[config.mk]
export PLATFORM = sky130hd
export DESIGN_NAME = womh_ctrl
export DESIGN_NICKNAME = d
export VERILOG_FILES = /design/src/rtl/womh_pkg.sv /design/src/rtl/womh_ctrl.sv
export SDC_FILE = /design/constraint.sdc
export NUM_CORES = 1
export LEC_CHECK = 0
export BUFFER_PORTS_ARGS = -buffer_cell sky130_fd_sc_hd__buf_2
export CORE_UTILIZATION = 45
export DETAILED_ROUTE_END_ITERATION = 10
export HOLD_SLACK_MARGIN = 0.02
export PLACE_DENSITY = 0.66
export SYNTH_ARGS = -nofsm -noshare
export SYNTH_HDL_FRONTEND = slang
export SYNTH_SLANG_ARGS = --single-unit
[constraint.sdc]
create_clock -name clk -period 9.8 [get_ports clk]
set_input_delay 1.96 -clock clk [delete_from_list [all_inputs] [get_ports clk]]
set_output_delay 1.96 -clock clk [all_outputs]
set_load 0.05 [all_outputs]
[src/rtl/womh_pkg.sv]
package womh_pkg;

    localparam int unsigned VAL_W = 32;
    localparam int unsigned CNT_W = 11;
    localparam int unsigned WIN_W = 31;
    localparam int unsigned APB_AW = 3;
    localparam int unsigned APB_DW = 32;

    // Register decode uses the word index taken from paddr[2].
    localparam logic REG_WINDOW_LENGTH = 1'b0;

    typedef struct packed {
        logic                    begin_req;
        logic signed [VAL_W-1:0] seg_start;
        logic signed [VAL_W-1:0] seg_end;
    } womh_cmd_t;

    typedef struct packed {
        logic [CNT_W-1:0] live_count;
        logic [CNT_W-1:0] best_count;
        logic             overflow;
    } womh_result_t;

endpackage

[src/rtl/womh_ctrl.sv]
module womh_ctrl
    import womh_pkg::*;
#(
    parameter int unsigned HEAP_DEPTH = 1024,
    parameter int unsigned AW         = 10,
    parameter int unsigned FW         = 11
)
(
    input  logic              clk,
    input  logic              rst_n,
    input  logic [WIN_W-1:0]  window_length,
    input  logic              start,
    input  womh_cmd_t         cmd,
    output logic              busy,
    output logic              done,
    output womh_result_t      result,
    output logic              mem_we,
    output logic [AW-1:0]     mem_waddr,
    output logic [VAL_W-1:0]  mem_wdata,
    output logic [AW-1:0]     mem_raddr_a,
    output logic [AW-1:0]     mem_raddr_b,
    input  logic [VAL_W-1:0]  mem_rdata_a,
    input  logic [VAL_W-1:0]  mem_rdata_b
);

    localparam int unsigned IW = AW + 2;

    typedef enum logic [7:0] {
        ST_IDLE     = 8'b0000_0001,
        ST_POP_RD   = 8'b0000_0010,
        ST_POP_CHK  = 8'b0000_0100,
        ST_POP_LAST = 8'b0000_1000,
        ST_SIFT_DN  = 8'b0001_0000,
        ST_PUSH_UP  = 8'b0010_0000,
        ST_PUSH_FIN = 8'b0100_0000,
        ST_DONE     = 8'b1000_0000
    } state_t;

    state_t                  state_reg, state_next;
    logic [FW-1:0]           fill_reg, fill_next;
    logic [FW-1:0]           best_reg, best_next;
    logic [AW-1:0]           cur_reg, cur_next;
    logic signed [VAL_W-1:0] val_reg, val_next;
    logic signed [VAL_W-1:0] start_reg, start_next;
    logic signed [VAL_W-1:0] end_reg, end_next;
    logic                    ovf_reg, ovf_next;
    logic                    done_reg, done_next;
    womh_result_t            result_reg, result_next;

    logic [FW-1:0]           fill_base;
    logic [FW-1:0]           best_base;
    logic [FW-1:0]           best_max;
    logic signed [VAL_W:0]   span;
    logic signed [VAL_W:0]   age;
    logic signed [VAL_W:0]   win_ext;
    logic [IW-1:0]           left_idx;
    logic [IW-1:0]           right_idx;
    logic [IW-1:0]           fill_ext;
    logic                    take_l;
    logic                    take_r;
    logic signed [VAL_W-1:0] min_lv;
    logic [AW-1:0]           child_sel;
    logic [IW-1:0]           next_left;
    logic [AW-1:0]           parent_idx;
    logic [AW-1:0]           grand_idx;
    logic [FW+CNT_W-1:0]     live_wide;
    logic [FW+CNT_W-1:0]     best_wide;

    assign fill_base = cmd.begin_req ? '0 : fill_reg;
    assign best_base = cmd.begin_req ? '0 : best_reg;
    assign best_max  = (fill_reg > best_reg) ? fill_reg : best_reg;
    assign win_ext   = $signed({2'b00, window_length});
    assign span      = {cmd.seg_end[VAL_W-1], cmd.seg_end}
                     - {cmd.seg_start[VAL_W-1], cmd.seg_start};
    assign age       = {end_reg[VAL_W-1], end_reg} - {mem_rdata_a[VAL_W-1], mem_rdata_a};

    // Sift-down: pick the smaller live child against the element being placed.
    assign left_idx  = {1'b0, cur_reg, 1'b1};
    assign right_idx = left_idx + IW'(1);
    assign fill_ext  = IW'(fill_reg);
    assign take_l    = (left_idx < fill_ext) && ($signed(mem_rdata_a) < val_reg);
    assign min_lv    = take_l ? $signed(mem_rdata_a) : val_reg;
    assign take_r    = (right_idx < fill_ext) && ($signed(mem_rdata_b) < min_lv);
    assign child_sel = take_r ? right_idx[AW-1:0] : left_idx[AW-1:0];
    assign next_left = {1'b0, child_sel, 1'b1};

    // Sift-up: parent of the current slot and of that parent.
    assign parent_idx = (cur_reg - AW'(1)) >> 1;
    assign grand_idx  = (parent_idx - AW'(1)) >> 1;

    assign live_wide = {{CNT_W{1'b0}}, fill_reg};
    assign best_wide = {{CNT_W{1'b0}}, best_max};

    always_comb
    begin
        state_next  = state_reg;
        fill_next   = fill_reg;
        best_next   = best_reg;
        cur_next    = cur_reg;
        val_next    = val_reg;
        start_next  = start_reg;
        end_next    = end_reg;
        ovf_next    = ovf_reg;
        done_next   = 1'b0;
        result_next = result_reg;
        mem_we      = 1'b0;
        mem_waddr   = cur_reg;
        mem_wdata   = val_reg;
        mem_raddr_a = '0;
        mem_raddr_b = '0;

        unique case (state_reg)
            ST_IDLE:
            begin
                if (start)
                begin
                    fill_next  = fill_base;
                    best_next  = best_base;
                    start_next = cmd.seg_start;
                    end_next   = cmd.seg_end;
                    ovf_next   = 1'b0;
                    if (span > win_ext)
                    begin
                        // Too long for the window: report the counts, heap untouched.
                        done_next              = 1'b1;
                        result_next.live_count = CNT_W'({{CNT_W{1'b0}}, fill_base});
                        result_next.best_count = CNT_W'({{CNT_W{1'b0}}, best_base});
                        result_next.overflow   = 1'b0;
                    end
                    else
                    begin
                        state_next = ST_POP_RD;
                    end
                end
            end
            ST_POP_RD:
            begin
                mem_raddr_a = '0;
                state_next  = ST_POP_CHK;
            end
            ST_POP_CHK:
            begin
                if ((fill_reg != '0) && (age > win_ext))
                begin
                    fill_next   = fill_reg - FW'(1);
                    mem_raddr_a = AW'(fill_reg - FW'(1));
                    state_next  = ST_POP_LAST;
                end
                else if (fill_reg >= FW'(HEAP_DEPTH))
                begin
                    ovf_next   = 1'b1;
                    state_next = ST_DONE;
                end
                else
                begin
                    cur_next    = AW'(fill_reg);
                    val_next    = start_reg;
                    fill_next   = fill_reg + FW'(1);
                    mem_raddr_a = AW'((fill_reg - FW'(1)) >> 1);
                    state_next  = (fill_reg == '0) ? ST_PUSH_FIN : ST_PUSH_UP;
                end
            end
            ST_POP_LAST:
            begin
                val_next    = $signed(mem_rdata_a);
                cur_next    = '0;
                mem_raddr_a = AW'(1);
                mem_raddr_b = AW'(2);
                state_next  = (fill_reg == '0) ? ST_POP_RD : ST_SIFT_DN;
            end
            ST_SIFT_DN:
            begin
                mem_we = 1'b1;
                if (take_l || take_r)
                begin
                    mem_wdata   = take_r ? mem_rdata_b : mem_rdata_a;
                    cur_next    = child_sel;
                    mem_raddr_a = next_left[AW-1:0];
                    mem_raddr_b = AW'(next_left + IW'(1));
                end
                else
                begin
                    state_next = ST_POP_RD;
                end
            end
            ST_PUSH_UP:
            begin
                mem_we = 1'b1;
                if ($signed(mem_rdata_a) > val_reg)
                begin
                    mem_wdata   = mem_rdata_a;
                    cur_next    = parent_idx;
                    mem_raddr_a = grand_idx;
                    state_next  = (parent_idx == '0) ? ST_PUSH_FIN : ST_PUSH_UP;
                end
                else
                begin
                    state_next = ST_DONE;
                end
            end
            ST_PUSH_FIN:
            begin
                mem_we     = 1'b1;
                state_next = ST_DONE;
            end
            ST_DONE:
            begin
                best_next              = best_max;
                done_next              = 1'b1;
                result_next.live_count = live_wide[CNT_W-1:0];
                result_next.best_count = best_wide[CNT_W-1:0];
                result_next.overflow   = ovf_reg;
                state_next             = ST_IDLE;
            end
            default:
            begin
                state_next = ST_IDLE;
            end
        endcase
    end

    always_ff @(posedge clk or negedge rst_n)
    begin
        if (!rst_n)
        begin
            state_reg <= ST_IDLE;
            fill_reg  <= '0;
            best_reg  <= '0;
            done_reg  <= 1'b0;
        end
        else
        begin
            state_reg <= state_next;
            fill_reg  <= fill_next;
            best_reg  <= best_next;
            done_reg  <= done_next;
        end
    end

    always_ff @(posedge clk)
    begin
        cur_reg    <= cur_next;
        val_reg    <= val_next;
        start_reg  <= start_next;
        end_reg    <= end_next;
        ovf_reg    <= ovf_next;
        result_reg <= result_next;
    end

    assign busy   = (state_reg != ST_IDLE);
    assign done   = done_reg;
    assign result = result_reg;

    // A result is only presented once the sequencer is back at rest.
    a_done_idle: assert property (@(posedge clk) disable iff (!rst_n)
        done_reg |-> state_reg == ST_IDLE)
        else $error("result strobe while sequencer busy");

    // The heap never holds more starts than it has slots.
    a_fill_bound: assert property (@(posedge clk) disable iff (!rst_n)
        fill_reg <= FW'(HEAP_DEPTH))
        else $error("heap fill beyond depth");

    // A refused push only happens with a full heap.
    a_ovf_full: assert property (@(posedge clk) disable iff (!rst_n)
        (done_reg && result_reg.overflow) |-> fill_reg == FW'(HEAP_DEPTH))
        else $error("overflow reported with room in heap");

    // The heap memory is only written while an item is in progress.
    a_we_busy: assert property (@(posedge clk) disable iff (!rst_n)
        mem_we |-> state_reg != ST_IDLE)
        else $error("heap write while idle");

    // At rest the best count always covers the live count.
    a_best_cover: assert property (@(posedge clk) disable iff (!rst_n)
        (state_reg == ST_IDLE) |-> best_reg >= fill_reg)
        else $error("best count below live count");

endmodule

==> run summary, run 1 <==
Vias in the first global route = 14.6k
Critical path endpoint = mem_raddr_a[7]
I/O pin count = 251
Starting Density = 0.459
Synth Net Count = 2221
Total power = 4.04 mW
GRT overflow = 0
Dpl cell area = 0.0180 mm2
Place WS = 0.0410 ns
Final Cycle Share = 0.974
Max-cap viol count = 0
Worst Setup End Kind = primary output
Syn Inst Count = 1830
EDFF count, synth = 130
Main flop type after synthesis = edfxtp_1
Hold Slack = 0.502 ns
Setup TNS = 0 ns
Max Fclk = 105 MHz
Htree depth = 4
Area Overhead vs Synth = 17.6%
YS warnings = 0
Synth area leader = edfxtp_1
Global-route wire length before repair = 81.3 mm
TritonCTS clock tree = done
Crit-path max cell delay = 0.48 ns
LEAKAGE = 8.67 nW
Initial antenna violation count = 4
HPWL after DPL = 41.6 mm
Clk_lat worst skew = 0.46 ns
Largest net degree at the start of global routing = 66
R2R Setup Slk = 3.10 ns
CP Launch Type = input pin
Synth top area cells = edfxtp_1, ha_1, o21ai_0
Min Clock Period, post-route = 9.54 ns
CTS sink cnt = 161
Avg WL per Cell = 20.4 um
Die ar. = 0.0361 mm2
Cells along the critical path = buf_2 -> ha_1 -> nand4_1 -> nor4_2 -> buf_4 -> o41a_1 -> or3_1 -> and3_4 -> buf_6 -> mux2i_1 -> ha_1 -> or2_2 -> a21oi_1 -> a21oi_1 -> a41o_1 -> a21boi_2 -> and3_1 -> nor3_4 -> buf_4 -> a21oi_1 -> o21ai_0 -> o211ai_1 -> buf_2
Die width = 190 um
Worst-margin pin slew = 0.985 ns
Hold Startpoint = state_reg[7]
Multi-input logic area = 0.0104 mm2
Crit path top cell by count = a21oi_1
DR pass1 iterations = 6
Maximum clock path buffer count = 2
Grt met1 use = 0.389
Reg-to-Reg Start = fill_reg[8]
CP Depth = 23
Final instance area = 0.0187 mm2
R2r endpoint = mem_waddr[7]
Share of the synthesized area in the top cell type = 0.245
Vias after detailed routing = 15.2k
Sequential share of the synthesized area = 0.294
Critical path buffers and inverters = 5
Syn Std Cell Area = 0.0159 mm2
FF+latch count, synth = 161
CP max-delay cell = a21oi_1
Cts hold-fix bufs = 0
Post-synthesis async set-or-reset flop share = 0.193
Nets = 2487
Hold Path Class = reg2reg
R2R cell count = 23
Mean area per synthesized cell = 8.69 um2
Post-route ant nets = 0
Status = completed
Non-Filler Instances = 2566
Sequential Area = 0.00468 mm2
Delay-heaviest family, CP = compound AO/OA/AOI/OAI gates
DRT Wirelength = 52.4 mm
Global route hottest layer = met2
Crit path kind = in2out
Die height = 190 um
CTS root buffer = clkbuf_16
Setup crit start = mem_rdata_a[30]
CP Max Fanout = 44
Unique masters post-synth = 84
Final core occ = 0.540
GRT Overall Usage = 0.294
Crit path DAT = 7.58 ns
Number of placed cells counting well taps = 2528
Initial DRC Count = 1358
Global Route met2 Usage = 0.478
Final hold vios = 0
Layout Skew = 0.0126 ns
Fill cells = 3234
Core ar. = 0.0346 mm2
Max-slew headroom = 0.343
Worst Slack Setup Final = 0.255 ns
Share of cells above drive strength 1 = 0.187
Final slew viol count = 0
Data required, critical path = 7.84 ns
CTS clk-pin slew, worst paths = 0.07 ns
PD cells = 216 mW/mm2
GR Layer Usage met3 = 0.0439
Final setup violation count = 0
Residual DRC = 0
Num rows = 68
Port buffer count = 249
Num CTS Buffers = 17
Peak VDD IR = 0.144 mV
Placer congestion estimate = 0.957
Vias per std cell = 5.93
power by group:
group | internal [mW] | switching (mW) | leakage, nW
combinational | 0.891 | 1.41 | 6.75
sequential | 0.905 | 0.118 | 1.63
clock | 0.379 | 0.333 | 0.301
placed cells by master (no fill, tap or decap), drive strengths merged, types with 6 or more instances in the layout:
cell	n
a211oi	12
a22oi	34
and4	6
mux2i	61
nor3b	6
edfxtp	130
or3	11
nand4	40
o31ai	7
nor2b	26
or2	8
a31oi	14
nand2	161
nand3	34
o21a	35
o21bai	12
nand2b	11
o221ai	10
buf	314
a21oi	133
clkbuf	18
and3	15
nor3	44
inv	185
dfrtp	30
xor2	24
xnor2	61
o211ai	20
nor2	87
nor4	10
a21o	57
o21ai	178
and2	12
ha	226
a2111oi	7
synth_stat cells (24+ instances only):
cell,number
mux2i_1,61
nor2_1,86
xnor2_1,61
nand2_1,161
ha_1,226
a22oi_1,34
o21ai_0,172
nor2b_1,26
edfxtp_1,130
nand3_1,34
a21o_1,57
nand4_1,40
dfrtp_1,30
nor3_1,41
inv_1,175
xor2_1,24
o21a_1,35
a21oi_1,131
clkbuf_1,50
how the worst min path moves through the flow:
stage | slack (ns) | cells after the start | to
6_report | 0.50 | 1 | state_reg[2]
5_1_grt | 0.53 | 1 | state_reg[2]
3_3_place_gp | 0.49 | 1 | state_reg[2]
2_1_floorplan | 0.45 | 1 | state_reg[2]
4_1_cts | 0.50 | 1 | state_reg[2]
3_5_place_dp | 0.48 | 1 | state_reg[2]
logic make-up (layout without fill, tap and decap cells):
family,Yosys count,in the layout,synth area share
other,1,3,0.000236
adder cells (fa/ha/maj),228,228,0.180
AO/OA/AOI/OAI,565,565,0.227
multiplexers,61,61,0.0384
flip-flops,161,161,0.294
XOR/XNOR,88,88,0.0511
AND/OR/NAND/NOR,482,482,0.149
buffers and inverters,244,523,0.0598
area by class of cell:
cell class	instances	area share
clock buffer	18	0.0241
sequential	161	0.250
timing repair buffer	314	0.0955
tap	455	0.0304
antenna	2	0.000268
multi-input combinational	1425	0.556
clock inverter	14	0.00836
inverter	177	0.0355
repair_timing:
item | CTS | global route
buffers inserted | 0 | 4
setup endpoints to repair | 0 | 47
resized for setup | 0 | 37
endpoints found under the hold margin | 0 | 0
routing by layer:
layer	vias to the layer above	share of wire
met3	109	0.072
met1	7197	0.43
li1	7262	-
met5	-	0.00031
met4	2	0.035
met2	653	0.46
Note: power is estimated with default switching activity, not from simulation.
==> inputs of run 2 (changes only) <==
--- a/config.mk
+++ b/config.mk
@@ -10,6 +10,7 @@
 export DETAILED_ROUTE_END_ITERATION = 10
 export HOLD_SLACK_MARGIN = 0.02
 export PLACE_DENSITY = 0.66
+export RECOVER_POWER = 100
 export SYNTH_ARGS = -nofsm -noshare
 export SYNTH_HDL_FRONTEND = slang
 export SYNTH_SLANG_ARGS = --single-unit
==> run summary, run 2 (synthesized netlist as in run 1, its figures left out) <==
Final instance area = 0.0186 mm2 (-0.76%)
Hold Slack = 0.513 ns (+0.0106 ns)
Max-cap viol count = 4 (+4)
GRT overflow = 0 (unchanged)
Htree depth = 4 (unchanged)
Starting Density = 0.459 (unchanged)
Status = complete, but fails checks
PD cells = 218 mW/mm2 (+0.76%)
LEAKAGE = 8.39 nW (-3.3%)
CP Launch Type = input pin
Largest net degree at the start of global routing = 66 (unchanged)
TritonCTS clock tree = done
Port buffer count = 249 (unchanged)
Area Overhead vs Synth = 16.7%
Layout Skew = 0.0110 ns (-0.00156 ns)
Number of placed cells counting well taps = 2528 (unchanged)
Initial DRC Count = 1471 (+8.3%)
Most frequent cells in the layout = ha_1, inv_1, o21ai_0
Non-Filler Instances = 2567 (+0.039%)
DRT Wirelength = 52.6 mm (+0.41%)
Vias in the first global route = 14.6k (unchanged)
Data required, critical path = 7.84 ns (about the same)
Crit path kind = in2out
Num rows = 68 (unchanged)
DR pass1 iterations = 5 (-1)
Final Cycle Share = 0.981 (+0.00685)
Vias after detailed routing = 15.3k (+0.18%)
Max Fclk = 104 MHz (-0.70%)
Maximum clock path buffer count = 2 (unchanged)
Worst Setup End Kind = primary output
Avg WL per Cell = 20.5 um (+0.37%)
Clk_lat worst skew = 0.46 ns (about the same)
Violated checks = capacitance limit, slew limit
Global-route wire length before repair = 81.3 mm (unchanged)
Hold Path Class = reg2reg
Post-route ant nets = 0 (unchanged)
Share of cells above drive strength 1 = 0.137 (-0.0498)
Num CTS Buffers = 17 (unchanged)
Nets = 2487 (unchanged)
Final hold vios = 0 (unchanged)
I/O pin count = 251 (unchanged)
Initial antenna violation count = 4 (unchanged)
Peak VDD IR = 0.143 mV (about the same)
Vias per std cell = 5.94 (+0.14%)
Min Clock Period, post-route = 9.61 ns (+0.0672 ns)
CTS sink cnt = 161 (unchanged)
CTS clk-pin slew, worst paths = 0.07 ns (about the same)
Most common cell after layout, fill and taps aside = ha_1
Final setup violation count = 0 (unchanged)
CTS root buffer = clkbuf_16
GRT Overall Usage = 0.294 (unchanged)
Total power = 4.04 mW (about the same)
Die height = 190 um (unchanged)
HPWL after DPL = 41.6 mm (unchanged)
Max-slew headroom = -1.75 (-2.10)
Placer congestion estimate = 0.957 (unchanged)
Dpl cell area = 0.0180 mm2 (unchanged)
Core ar. = 0.0346 mm2 (unchanged)
CP Max Fanout = 44 (unchanged)
Residual DRC = 0 (unchanged)
Die width = 190 um (unchanged)
Crit path DAT = 7.65 ns (+0.07 ns)
Die ar. = 0.0361 mm2 (unchanged)
Final slew viol count = 141 (+141)
Worst-margin pin slew = 4.13 ns (+3.15 ns)
## run 2: layout make-up
cell class / count / area [um2]
flip-flops and latches: 161 / 4680
inverters: 177 / 664
multi-input cells: 1425 / 10400
clock buffers: 18 / 450
diodes: 3 / 7.51
fillers: 3262 / 16100
clock inverters: 14 / 156
repair buffers: 314 / 1650
well taps: 455 / 569
## run 2: routing by layer
| metal | up-vias | GRT usage | wire length, um |
|---|---|---|---|
| met2 | 618 | 0.478 | 24000 |
| met4 | 2 | 0.118 | 1940 |
| met5 | - | 0 | 16 |
| met1 | 7244 | 0.389 | 23100 |
| li1 | 7269 | - | - |
| met3 | 117 | 0.0439 | 3510 |
## run 2: what timing repair did
| action | in CTS | in global routing |
|---|---|---|
| gates resized for setup | 0 | 37 |
| hold buffers | 0 | 0 |
| setup endpoints to repair | 0 | 47 |
| setup buffers | 0 | 4 |
## run 2: report_power, final
group	internal [mW]	switching (mW)	leakage (nW)	total (mW)
Sequential	0.915	0.119	1.63	1.03
Clock	0.379	0.335	0.301	0.714
Combinational	0.881	1.41	6.46	2.29
Total	2.17	1.86	8.39	4.04
## run 2: worst paths after layout
check                           startpoint              to  slack (ns)  cells after the start
max in group asynchronous            rst_n     fill_reg[6]        6.77                      1
hold / removal                state_reg[7]    state_reg[2]        0.51                      1
setup reg to reg               fill_reg[8]    mem_waddr[7]        3.10                     22
hold reg to reg               state_reg[7]    state_reg[2]        0.51                      1
setup / recovery           mem_rdata_a[30]  mem_raddr_a[7]        0.19                     22
min in group asynchronous            rst_n     best_reg[6]        1.98                      1
## run 2: through the flow
step                 util  setup WS, ns  setup TNS [ns]
CTS                 0.536        0.0169               0
finish              0.536         0.188               0
global route        0.536       -0.0111         -0.0175
detailed placement  0.518        0.0410               0
global placement    0.518        0.0517               0
floorplan               -       -0.0496         -0.0496
## run 2: worst max-delay path: stages
cell and delay, ns:
buf_2 0.13, ha_1 0.33, nand4_1 0.22, nor4_2 0.36, buf_4 0.19, o41a_1 0.20
or3_1 0.14, and3_4 0.21, buf_6 0.24, mux2i_1 0.27, ha_1 0.28, a2111oi_0 0.68
nand2_1 0.25, a21oi_1 0.17, nand4_1 0.14, a21oi_2 0.24, nor3_4 0.09, buf_4 0.30
a21oi_1 0.49, o21ai_0 0.18, o211ai_1 0.20, buf_2 0.34
